[config.mk]
export PLATFORM = sky130hd
export DESIGN_NAME = arp_resolver_cache
export DESIGN_NICKNAME = d
export VERILOG_FILES = /design/src/hdl/arp_pkg.sv /design/src/hdl/arp_resolver_cache.sv /design/src/hdl/arp_datapath.sv /design/src/hdl/arp_ctrl.sv
export SDC_FILE = /design/constraint.sdc
export NUM_CORES = 2
export LEC_CHECK = 0
export BUFFER_PORTS_ARGS = -buffer_cell sky130_fd_sc_hd__buf_4
export CAP_MARGIN = 20
export CORE_MARGIN = 3
export CORE_UTILIZATION = 47
export DETAILED_ROUTE_END_ITERATION = 12
export HOLD_SLACK_MARGIN = 0.02
export SLEW_MARGIN = 20
export SYNTH_ARGS = -nofsm -noshare
export SYNTH_HDL_FRONTEND = slang
export SYNTH_HIERARCHICAL = 1
export SYNTH_SLANG_ARGS = --single-unit
[constraint.sdc]
create_clock -name clk_i -period 15.5 [get_ports clk_i]
set_clock_uncertainty 0.15 [all_clocks]
set_input_delay 0.775 -clock clk_i [delete_from_list [all_inputs] [get_ports clk_i]]
set_output_delay 0.775 -clock clk_i [all_outputs]
set_load 0.05 [all_outputs]
[src/hdl/arp_pkg.sv]
// package: shared types and constants for the arp resolver cache
`default_nettype none
package arp_pkg;
  localparam int unsigned CacheEntriesDef   = 16;
  localparam int unsigned PendingEntriesDef = 8;

  localparam logic [2:0] KindFrame   = 3'd0;
  localparam logic [2:0] KindHit     = 3'd1;
  localparam logic [2:0] KindResolve = 3'd2;
  localparam logic [2:0] KindQueued  = 3'd3;
  localparam logic [2:0] KindDrop    = 3'd4;

  localparam logic [1:0] OpRequest = 2'd1;
  localparam logic [1:0] OpReply   = 2'd2;

  localparam logic [7:0] WaitMax = 8'hFF;
  localparam logic [47:0] BcastMac = 48'hFFFF_FFFF_FFFF;

  localparam logic CfgOwnIp  = 1'b0;
  localparam logic CfgOwnMac = 1'b1;

  // datapath commands from the controller
  typedef struct packed {
    logic load;       // capture input beat
    logic scan_clr;   // reset scan index
    logic scan_c;     // step one cache entry
    logic scan_p;     // step one pending entry
    logic commit;     // apply state update
    logic emit;       // drive one result
    logic [2:0] kind;
    logic last;
  } arp_cmd_t;

  // datapath status to the controller
  typedef struct packed {
    logic is_lookup;
    logic hdr_ok;
    logic is_req;
    logic to_me;
    logic c_done;
    logic p_done;
    logic c_hit;
    logic p_hit;
    logic p_free;
  } arp_stat_t;
endpackage
`default_nettype wire

[src/hdl/arp_resolver_cache.sv]
// top level: arp resolver with ipv4-to-mac cache and pending lookup table
// steps: load, decode, cache scan, pending scan, update, then zero, one or two
// result beats; a bad message ends after decode
// a new item is taken only when idle, after the last beat of the previous one;
// the table scan steps one entry per cycle
// reset clears valid bits, replace pointer and config registers at once; no sweep
// results are single-cycle strobes, the receiver cannot stall
`default_nettype none
module arp_resolver_cache import arp_pkg::*; #(
  parameter int unsigned CacheEntries   = CacheEntriesDef,
  parameter int unsigned PendingEntries = PendingEntriesDef
) (
  input  wire logic        clk_i,
  input  wire logic        rst_ni,
  input  wire logic        start,
  output logic             busy,
  input  wire logic        cfg_valid_i,
  output logic             cfg_ready_o,
  input  wire logic [0:0]  cfg_index_i,
  input  wire logic [63:0] cfg_data_i,
  input  wire logic        cmd_i,
  input  wire logic [15:0] hw_type_i,
  input  wire logic [15:0] proto_type_i,
  input  wire logic [7:0]  hw_len_i,
  input  wire logic [7:0]  proto_len_i,
  input  wire logic [15:0] opcode_i,
  input  wire logic [47:0] sender_mac_i,
  input  wire logic [31:0] sender_ip_i,
  input  wire logic [31:0] target_ip_i,
  input  wire logic [31:0] lookup_ip_i,
  output logic             result_valid_o,
  output logic [2:0]       kind_o,
  output logic [1:0]       frame_op_o,
  output logic [47:0]      frame_dest_mac_o,
  output logic [31:0]      frame_target_ip_o,
  output logic [31:0]      answer_ip_o,
  output logic [47:0]      answer_mac_o,
  output logic [7:0]       waiter_count_o,
  output logic             last_o
);
  arp_cmd_t  cmd;
  arp_stat_t stat;

  // config writes always accepted
  assign cfg_ready_o = 1'b1;

  arp_ctrl u_ctrl (
    .clk_i, .rst_ni, .start_i(start), .busy_o(busy), .stat_i(stat), .cmd_o(cmd)
  );

  arp_datapath #(.CacheEntries(CacheEntries), .PendingEntries(PendingEntries)) u_dp (
    .clk_i, .rst_ni, .cmd_i(cmd), .stat_o(stat),
    .cfg_we_i(cfg_valid_i), .cfg_idx_i(cfg_index_i[0]), .cfg_data_i,
    .in_cmd_i(cmd_i), .in_hw_type_i(hw_type_i), .in_proto_type_i(proto_type_i),
    .in_hw_len_i(hw_len_i), .in_proto_len_i(proto_len_i), .in_opcode_i(opcode_i),
    .in_sender_mac_i(sender_mac_i), .in_sender_ip_i(sender_ip_i),
    .in_target_ip_i(target_ip_i), .in_lookup_ip_i(lookup_ip_i),
    .strobe_o(result_valid_o), .kind_o, .frame_op_o, .frame_dest_mac_o,
    .frame_target_ip_o, .answer_ip_o, .answer_mac_o, .waiter_count_o, .last_o
  );
endmodule
`default_nettype wire

[src/hdl/arp_datapath.sv]
// datapath: tables, scan logic and result registers
`default_nettype none
module arp_datapath import arp_pkg::*; #(
  parameter int unsigned CacheEntries   = CacheEntriesDef,
  parameter int unsigned PendingEntries = PendingEntriesDef
) (
  input  wire logic        clk_i,
  input  wire logic        rst_ni,
  input  wire arp_cmd_t    cmd_i,
  output arp_stat_t        stat_o,
  input  wire logic        cfg_we_i,
  input  wire logic        cfg_idx_i,
  input  wire logic [63:0] cfg_data_i,
  input  wire logic        in_cmd_i,
  input  wire logic [15:0] in_hw_type_i,
  input  wire logic [15:0] in_proto_type_i,
  input  wire logic [7:0]  in_hw_len_i,
  input  wire logic [7:0]  in_proto_len_i,
  input  wire logic [15:0] in_opcode_i,
  input  wire logic [47:0] in_sender_mac_i,
  input  wire logic [31:0] in_sender_ip_i,
  input  wire logic [31:0] in_target_ip_i,
  input  wire logic [31:0] in_lookup_ip_i,
  output logic             strobe_o,
  output logic [2:0]       kind_o,
  output logic [1:0]       frame_op_o,
  output logic [47:0]      frame_dest_mac_o,
  output logic [31:0]      frame_target_ip_o,
  output logic [31:0]      answer_ip_o,
  output logic [47:0]      answer_mac_o,
  output logic [7:0]       waiter_count_o,
  output logic             last_o
);
  localparam int unsigned CW = (CacheEntries > 1) ? $clog2(CacheEntries) : 1;
  localparam int unsigned PW = (PendingEntries > 1) ? $clog2(PendingEntries) : 1;

  logic [31:0] own_ip_q;
  logic [47:0] own_mac_q;
  logic        lk_q, hdr_q, req_q;
  logic [47:0] smac_q;
  logic [31:0] ip_q, tip_q;

  logic [CacheEntries-1:0]   cv_q;
  logic [31:0] cip_q  [CacheEntries];
  logic [47:0] cmac_q [CacheEntries];
  logic [PendingEntries-1:0] pv_q;
  logic [31:0] pip_q  [PendingEntries];
  logic [7:0]  pw_q   [PendingEntries];
  logic [CW-1:0] rp_q;

  logic [CW:0] ci_q;
  logic [PW:0] pi_q;
  logic c_hit_q, c_free_q, p_hit_q, p_free_q;
  logic [CW-1:0] c_slot_q, c_fslot_q;
  logic [PW-1:0] p_slot_q, p_fslot_q;
  logic [47:0] hmac_q;
  logic [7:0]  hw_q;

  logic [CW-1:0] ci;
  logic [PW-1:0] pi;
  assign ci = ci_q[CW-1:0];
  assign pi = pi_q[PW-1:0];

  assign stat_o.is_lookup = lk_q;
  assign stat_o.hdr_ok    = hdr_q;
  assign stat_o.is_req    = req_q;
  assign stat_o.to_me     = (tip_q == own_ip_q);
  assign stat_o.c_done    = (ci_q == (CW+1)'(CacheEntries));
  assign stat_o.p_done    = (pi_q == (PW+1)'(PendingEntries));
  assign stat_o.c_hit     = c_hit_q;
  assign stat_o.p_hit     = p_hit_q;
  assign stat_o.p_free    = p_free_q;

  always_ff @(posedge clk_i or negedge rst_ni) begin
    if (!rst_ni) begin
      own_ip_q <= '0;
      own_mac_q <= '0;
    end else if (cfg_we_i) begin
      if (cfg_idx_i == CfgOwnIp) own_ip_q <= cfg_data_i[31:0];
      else own_mac_q <= cfg_data_i[47:0];
    end
  end

  always_ff @(posedge clk_i) begin
    if (cmd_i.load) begin
      lk_q  <= in_cmd_i;
      hdr_q <= (in_hw_type_i == 16'd1) && (in_proto_type_i == 16'h0800) &&
               (in_hw_len_i == 8'd6) && (in_proto_len_i == 8'd4) &&
               ((in_opcode_i == 16'd1) || (in_opcode_i == 16'd2));
      req_q <= (in_opcode_i == 16'd1);
      smac_q <= in_sender_mac_i;
      tip_q  <= in_target_ip_i;
      ip_q   <= in_cmd_i ? in_lookup_ip_i : in_sender_ip_i;
    end
  end

  // one entry compared per cycle
  always_ff @(posedge clk_i) begin
    if (cmd_i.scan_clr) begin
      ci_q <= '0; pi_q <= '0;
      c_hit_q <= 1'b0; c_free_q <= 1'b0; p_hit_q <= 1'b0; p_free_q <= 1'b0;
    end else begin
      if (cmd_i.scan_c) begin
        ci_q <= ci_q + 1'b1;
        if (cv_q[ci] && cip_q[ci] == ip_q && !c_hit_q) begin
          c_hit_q <= 1'b1; c_slot_q <= ci; hmac_q <= cmac_q[ci];
        end
        if (!cv_q[ci] && !c_free_q) begin
          c_free_q <= 1'b1; c_fslot_q <= ci;
        end
      end
      if (cmd_i.scan_p) begin
        pi_q <= pi_q + 1'b1;
        if (pv_q[pi] && pip_q[pi] == ip_q && !p_hit_q) begin
          p_hit_q <= 1'b1; p_slot_q <= pi; hw_q <= pw_q[pi];
        end
        if (!pv_q[pi] && !p_free_q) begin
          p_free_q <= 1'b1; p_fslot_q <= pi;
        end
      end
      if (cmd_i.commit && lk_q && p_hit_q && hw_q != WaitMax) hw_q <= hw_q + 8'd1;
    end
  end

  logic [CW-1:0] ins_slot;
  assign ins_slot = c_free_q ? c_fslot_q : rp_q;

  always_ff @(posedge clk_i or negedge rst_ni) begin
    if (!rst_ni) begin
      cv_q <= '0; pv_q <= '0; rp_q <= '0;
    end else if (cmd_i.commit) begin
      if (!lk_q) begin
        if (!c_hit_q) begin
          cv_q[ins_slot] <= 1'b1;
          if (!c_free_q) rp_q <= (rp_q == CW'(CacheEntries-1)) ? '0 : rp_q + 1'b1;
          if (p_hit_q) pv_q[p_slot_q] <= 1'b0;
        end
      end else if (!c_hit_q && !p_hit_q && p_free_q) begin
        pv_q[p_fslot_q] <= 1'b1;
      end
    end
  end

  always_ff @(posedge clk_i) begin
    if (cmd_i.commit) begin
      if (!lk_q) begin
        if (c_hit_q) cmac_q[c_slot_q] <= smac_q;
        else begin
          cip_q[ins_slot] <= ip_q; cmac_q[ins_slot] <= smac_q;
        end
      end else if (!c_hit_q) begin
        if (p_hit_q) begin
          if (pw_q[p_slot_q] != WaitMax) pw_q[p_slot_q] <= pw_q[p_slot_q] + 8'd1;
        end else if (p_free_q) begin
          pip_q[p_fslot_q] <= ip_q; pw_q[p_fslot_q] <= 8'd1;
        end
      end
    end
  end

  // result register
  always_ff @(posedge clk_i or negedge rst_ni) begin
    if (!rst_ni) strobe_o <= 1'b0;
    else strobe_o <= cmd_i.emit;
  end

  always_ff @(posedge clk_i) begin
    if (cmd_i.emit) begin
      kind_o <= cmd_i.kind;
      last_o <= cmd_i.last;
      frame_op_o <= '0; frame_dest_mac_o <= '0; frame_target_ip_o <= '0;
      answer_ip_o <= ip_q; answer_mac_o <= '0; waiter_count_o <= '0;
      case (cmd_i.kind)
        KindFrame: begin
          answer_ip_o <= '0;
          if (lk_q) begin
            frame_op_o <= OpRequest; frame_dest_mac_o <= BcastMac;
            frame_target_ip_o <= ip_q;
          end else begin
            frame_op_o <= OpReply; frame_dest_mac_o <= smac_q;
            frame_target_ip_o <= ip_q;
          end
        end
        KindHit: answer_mac_o <= hmac_q;
        KindResolve: begin answer_mac_o <= smac_q; waiter_count_o <= hw_q; end
        KindQueued: waiter_count_o <= p_hit_q ? hw_q : 8'd1;
        default: ;
      endcase
    end
  end

  logic unused_mac;
  assign unused_mac = ^own_mac_q;
endmodule
`default_nettype wire

[src/hdl/arp_ctrl.sv]
// controller: sequencing of scan, update and result beats
`default_nettype none
module arp_ctrl import arp_pkg::*; (
  input  wire logic      clk_i,
  input  wire logic      rst_ni,
  input  wire logic      start_i,
  output logic           busy_o,
  input  wire arp_stat_t stat_i,
  output arp_cmd_t       cmd_o
);
  localparam logic [2:0] SIdle = 3'd0, SDec = 3'd1, SScanC = 3'd2, SScanP = 3'd3,
                         SCommit = 3'd4, SOut1 = 3'd5, SOut2 = 3'd6;
  logic [2:0] st_q, st_d;
  logic first_frame, two;

  // message: optional resolve then optional reply; lookup: hit, queued or drop, or frame then queued
  assign first_frame = stat_i.is_lookup && !stat_i.c_hit && !stat_i.p_hit && stat_i.p_free;
  assign two = stat_i.is_lookup ? first_frame
             : (!stat_i.c_hit && stat_i.p_hit && stat_i.is_req && stat_i.to_me);

  assign busy_o = (st_q != SIdle);

  always_comb begin
    st_d = st_q;
    cmd_o = '0;
    case (st_q)
      SIdle: begin
        cmd_o.load = start_i;
        if (start_i) st_d = SDec;
      end
      SDec: begin
        cmd_o.scan_clr = 1'b1;
        st_d = (stat_i.is_lookup || stat_i.hdr_ok) ? SScanC : SIdle;
      end
      SScanC: begin
        cmd_o.scan_c = 1'b1;
        if (stat_i.c_done) begin cmd_o.scan_c = 1'b0; st_d = SScanP; end
      end
      SScanP: begin
        cmd_o.scan_p = 1'b1;
        if (stat_i.p_done) begin cmd_o.scan_p = 1'b0; st_d = SCommit; end
      end
      SCommit: begin
        cmd_o.commit = 1'b1;
        st_d = SOut1;
      end
      SOut1: begin
        st_d = two ? SOut2 : SIdle;
        cmd_o.last = !two;
        if (stat_i.is_lookup) begin
          cmd_o.emit = 1'b1;
          if (stat_i.c_hit) cmd_o.kind = KindHit;
          else if (stat_i.p_hit) cmd_o.kind = KindQueued;
          else if (stat_i.p_free) cmd_o.kind = KindFrame;
          else cmd_o.kind = KindDrop;
        end else if (!stat_i.c_hit && stat_i.p_hit) begin
          cmd_o.emit = 1'b1; cmd_o.kind = KindResolve;
        end else if (stat_i.is_req && stat_i.to_me) begin
          cmd_o.emit = 1'b1; cmd_o.kind = KindFrame;
        end
      end
      SOut2: begin
        cmd_o.emit = 1'b1; cmd_o.last = 1'b1;
        cmd_o.kind = stat_i.is_lookup ? KindQueued : KindFrame;
        st_d = SIdle;
      end
      default: st_d = SIdle;
    endcase
  end

  always_ff @(posedge clk_i or negedge rst_ni) begin
    if (!rst_ni) st_q <= SIdle;
    else st_q <= st_d;
  end

  a_load_idle: assert property (@(posedge clk_i) disable iff (!rst_ni)
    cmd_o.load |-> st_q == SIdle) else $error("load outside idle");
  a_emit_busy: assert property (@(posedge clk_i) disable iff (!rst_ni)
    cmd_o.emit |-> busy_o) else $error("emit while idle");
  a_commit_out: assert property (@(posedge clk_i) disable iff (!rst_ni)
    cmd_o.commit |=> st_q == SOut1) else $error("commit not followed by output");
endmodule
`default_nettype wire

==> results list <==
- The run finished with clean final reports.
- Via count of the first global-routing pass: 39940
- Using the TritonRoute via totals, the vias-per-cell ratio works out to 5.760.
- Number of instances in the synthesized netlist: 3699
* Antenna violations before repair: 8
- Main flop type after synthesis: edfxtp_1
- During synthesis, Yosys emitted a total of 6 warnings.
- The tree is rooted in a clkbuf_16.
* Max-cap violations: 0
* Slowest cell on the critical path: dfxtp_4
- Post-route ant nets: 0
- The routed layout has 38790 vias.
- Count of buffers from port buffering: 421
- Data arrives at the worst endpoint at 6.30 ns.
- Critical path start-end classification: flop to flop
- Die extent in x: 416.2 um
- Layout cell share with drive strength beyond 1: 31.21%
- The H-tree generated during clock tree synthesis spans 4 levels.
* Largest delay share family, worst path: buffers and inverters
- Post-layout minimum cycle time: 6.026 ns
- Setup violations remaining at the end of the flow were counted as 0.
- The count of final max-slew check failures was 0.
* Ports: 455
- After synthesis, flip-flops and latches occupy 77.00% of the total area.
- Final routed DRC violation total: 0
- Number of buffers on the longest clock path: 3
- Critical path capture point type: flop
- Source-to-sink clock delay at the later pin of the worst-skew pair: 0.85 ns
* Clock Pin Slew Worst Setup and Hold Paths: 0.06 ns
- Synthesized area divided by synthesized cell count: 21.38 sq um
- Maximum number of pins on one net before global-route repair: 123
* Post-synth design cell area: 79080 sq um
* Initial cell density of the core: 47.61%
* Kind of start point of the critical path: flop
* Setup Fix Bufs, Post-CTS: 0
* Die Height: 416.2 um
- Measured against its own limit, the worst slew margin works out to 25.19%.
* Total Power Consumption: 14.75 mW
- Counting flops with an async set or reset pin after synthesis yields a share of 3.128%.
- Sum of overflow across all layers after global routing: 0
- At the end of the flow the core is filled with cells to 55.99%.
- When the netlist entered floorplanning its net count stood at 3984.
- Biggest fanout along the worst timing path: 47
- Router iterations before antenna repair: 5
* Total Neg Setup Slack: 0 ns
* Worst-margin pin slew: 1.119 ns
- Setup repair after global routing missed its margin: false
* TritonCTS Sinks: 2046
- In this run the static leakage power is 30.37 nW.
- Sequential cell area: 60920 sq um
* CTS tree: yes
- Across every metal layer, demand over resource in global routing totals 21.68%.
* Slack of the worst reg-to-reg path: 9.47 ns
- Gates resized during post-CTS repair numbered 0.
* Worst-case vdd ir drop: 0.0001708 V
* First-pass GRT wire length: 273800 um
- The number of clock buffers added by TritonCTS is 205.
- Dividing total power by cell area gives a power density of 158.6 nW/um^2.
- In this design, the stage delay of the slowest critical-path cell is 0.84 ns.
- Site row count: 149
- Synthesis inferred 2046 register bits.
- Detailed placer's ending HPWL: 100400 um
- The worst hold path belongs to the class input pin to flop.
- Detailed-route wire length per cell: 27.91 um
* Largest area contributor in the synthesized netlist: edfxtp_1
- Wire length after detailed routing: 188000 um
- Crit-path most repeated cell: buf_4
- Routability-driven placement finished with a final weighted congestion of 0.8052.
- The filler cells instantiated in the layout total 12410.
- The final layout contains 4650 nets.
- CP bufs+invs: 3
- The die covers 173200 sq um.
* Number of enable flip-flop cells after synthesis: 1959
* Area share of the largest cell type after synthesis: 74.39%
- Cell chain of the critical path: buf_4 > buf_4 > mux4_2 > xnor2_1 > a21oi_1 > a2111oi_0 > nand4_1 > nor4_1 > nor4b_1 > and3_4 > buf_4
- Required @ worst endpoint: 15.78 ns
- Final-report hold violation count: 0
- In this run the standard cell core region covers 166100 sq um.
- DP Worst Slack: 9.343 ns
- First-iteration detailed-routing DRC count: 3634
- Upper clock frequency limit: 165.9 MHz
- Crit share post-route: 38.88%
- Area of combinational cells with multiple inputs: 17600 sq um
* P&R area growth vs syn: 17.60%
* Unique masters post-synth: 76
- The worst path meets setup with 9.474 ns of slack.
- By area the synthesized netlist is led by edfxtp_1, mux4_2, dfrtp_1, mux2i_1, mux2_2.
==> where the power goes <==
part / internal [mW] / switching (mW) / leakage [nW]
Clock: 2.63 / 2.09 / 3.15
Combinational: 1.56 / 1.66 / 8.54
Sequential: 6.42 / 0.386 / 18.7
==> state kept, by name (all words and copies together), names as in the netlist, 5 cells and up, named ones only <==
| register | cells |
|---|---|
| u_dp/cmac_q | 768 |
| u_dp/cip_q | 512 |
| u_dp/pip_q | 256 |
| u_dp/pw_q | 64 |
| u_dp/answer_mac_o | 48 |
| u_dp/frame_dest_mac_o | 48 |
| u_dp/hmac_q | 48 |
| u_dp/smac_q | 48 |
| u_dp/answer_ip_o | 32 |
| u_dp/frame_target_ip_o | 32 |
| u_dp/ip_q | 32 |
| u_dp/own_ip_q | 32 |
| u_dp/tip_q | 32 |
| u_dp/cv_q | 16 |
| u_dp/hw_q | 8 |
| u_dp/pv_q | 8 |
| u_dp/waiter_count_o | 8 |
| u_dp/ci_q | 5 |
==> synth_stat cells, types with 30 or more instances <==
| cell type | number |
|---|---|
| a22o_1 | 50 |
| and2_1 | 46 |
| clkbuf_1 | 84 |
| buf_2 | 30 |
| dfrtp_1 | 64 |
| mux2_2 | 76 |
| mux4_2 | 450 |
| nor2b_1 | 50 |
| xnor2_1 | 63 |
| nor4_1 | 34 |
| nand2_1 | 85 |
| edfxtp_1 | 1959 |
| buf_1 | 49 |
| xor2_1 | 62 |
| mux2i_1 | 99 |
| nor2_1 | 124 |
| a21oi_1 | 40 |
| o21a_1 | 49 |
==> layout make-up <==
class,instances,area share [%]
Sequential cell,2046,65.51
Clock buffer,261,5.807
Clock inverter,121,1.161
Tap cell,2189,2.945
Timing Repair Buffer,647,5.574
Antenna cell,5,0.01345
Multi-Input combinational cell,1450,18.93
Inverter,15,0.06054
==> worst paths after layout <==
check | from | to | cells after the start
min in group asynchronous | rst_ni | u_dp/own_ip_q[31] | 2
max reg2reg | flop | u_dp/hmac_q[27] | 11
max | flop | u_dp/hmac_q[27] | 11
max in group asynchronous | rst_ni | u_dp/pv_q[2] | 2
min reg2reg | u_dp/cv_q[10] | u_dp/cv_q[10] | 1
min | sender_ip_i[22] | u_dp/ip_q[22] | 2
==> metrics by stage <==
stage          cells  instance area [sq um]  hold WS [ns]
3_3_place_gp    6227                  85300        0.2946
2_1_floorplan   3699                  79080        0.2737
6_report        6734                  93000       0.08415
5_1_grt         6733                  93000       0.04954
3_5_place_dp    6227                  85310        0.3001
4_1_cts         6728                  92980       0.02021
==> placed cells by master, fill, tap and decap left out, types with 12 or more instances in the layout <==
master,Yosys,layout
mux2i_1,99,99
clkinv_2,0,38
mux4_2,450,450
a21oi_1,40,40
buf_4,20,525
xnor2_1,63,63
clkbuf_1,84,50
edfxtp_1,1959,1959
dfxtp_1,23,12
inv_1,13,13
o21ai_0,14,14
and2_1,46,46
nand2_1,85,85
nand3_1,14,14
nor2_1,124,87
nand2b_1,14,14
mux2_2,76,76
dlygate4sd3_1,0,119
dfrtp_1,64,64
nand4_1,12,12
nor4_1,34,33
nor2_4,0,37
xor2_1,62,62
nor2b_1,50,49
o21a_1,49,48
clkbuf_16,0,205
or2_2,18,18
a22o_1,50,50
clkinv_1,1,57
==> logic make-up (layout without fill, tap and decap cells) <==
| group | count (synthesis) | in the layout | synth area share, % |
|---|---|---|---|
| compound gates | 239 | 239 | 2.207 |
| xor+xnor | 125 | 125 | 1.384 |
| fa+ha+maj | 7 | 7 | 0.1107 |
| buf+inv | 203 | 1044 | 1.164 |
| flops | 2046 | 2046 | 77.00 |
| mux | 628 | 628 | 15.21 |
| other cells | 1 | 6 | 0.004742 |
| simple gates | 450 | 450 | 2.924 |
==> per-layer routing <==
metal / up-vias / track usage [%] / share of wire [%]
li1: 16570 / - / -
met1: 20710 / 29.86 / 41
met2: 1261 / 36.37 / 51
met3: 247 / 3.403 / 6.0
met4: 0 / 5.708 / 2.3
met5: - / 0 / 0
==> timing repair <==
item / CTS / global route
hold buffers: 119 / 0
endpoints found under the setup margin: 0 / 0
hold endpoints to repair: 179 / 0
No activity file was read; power rests on OpenSTA's default activity.
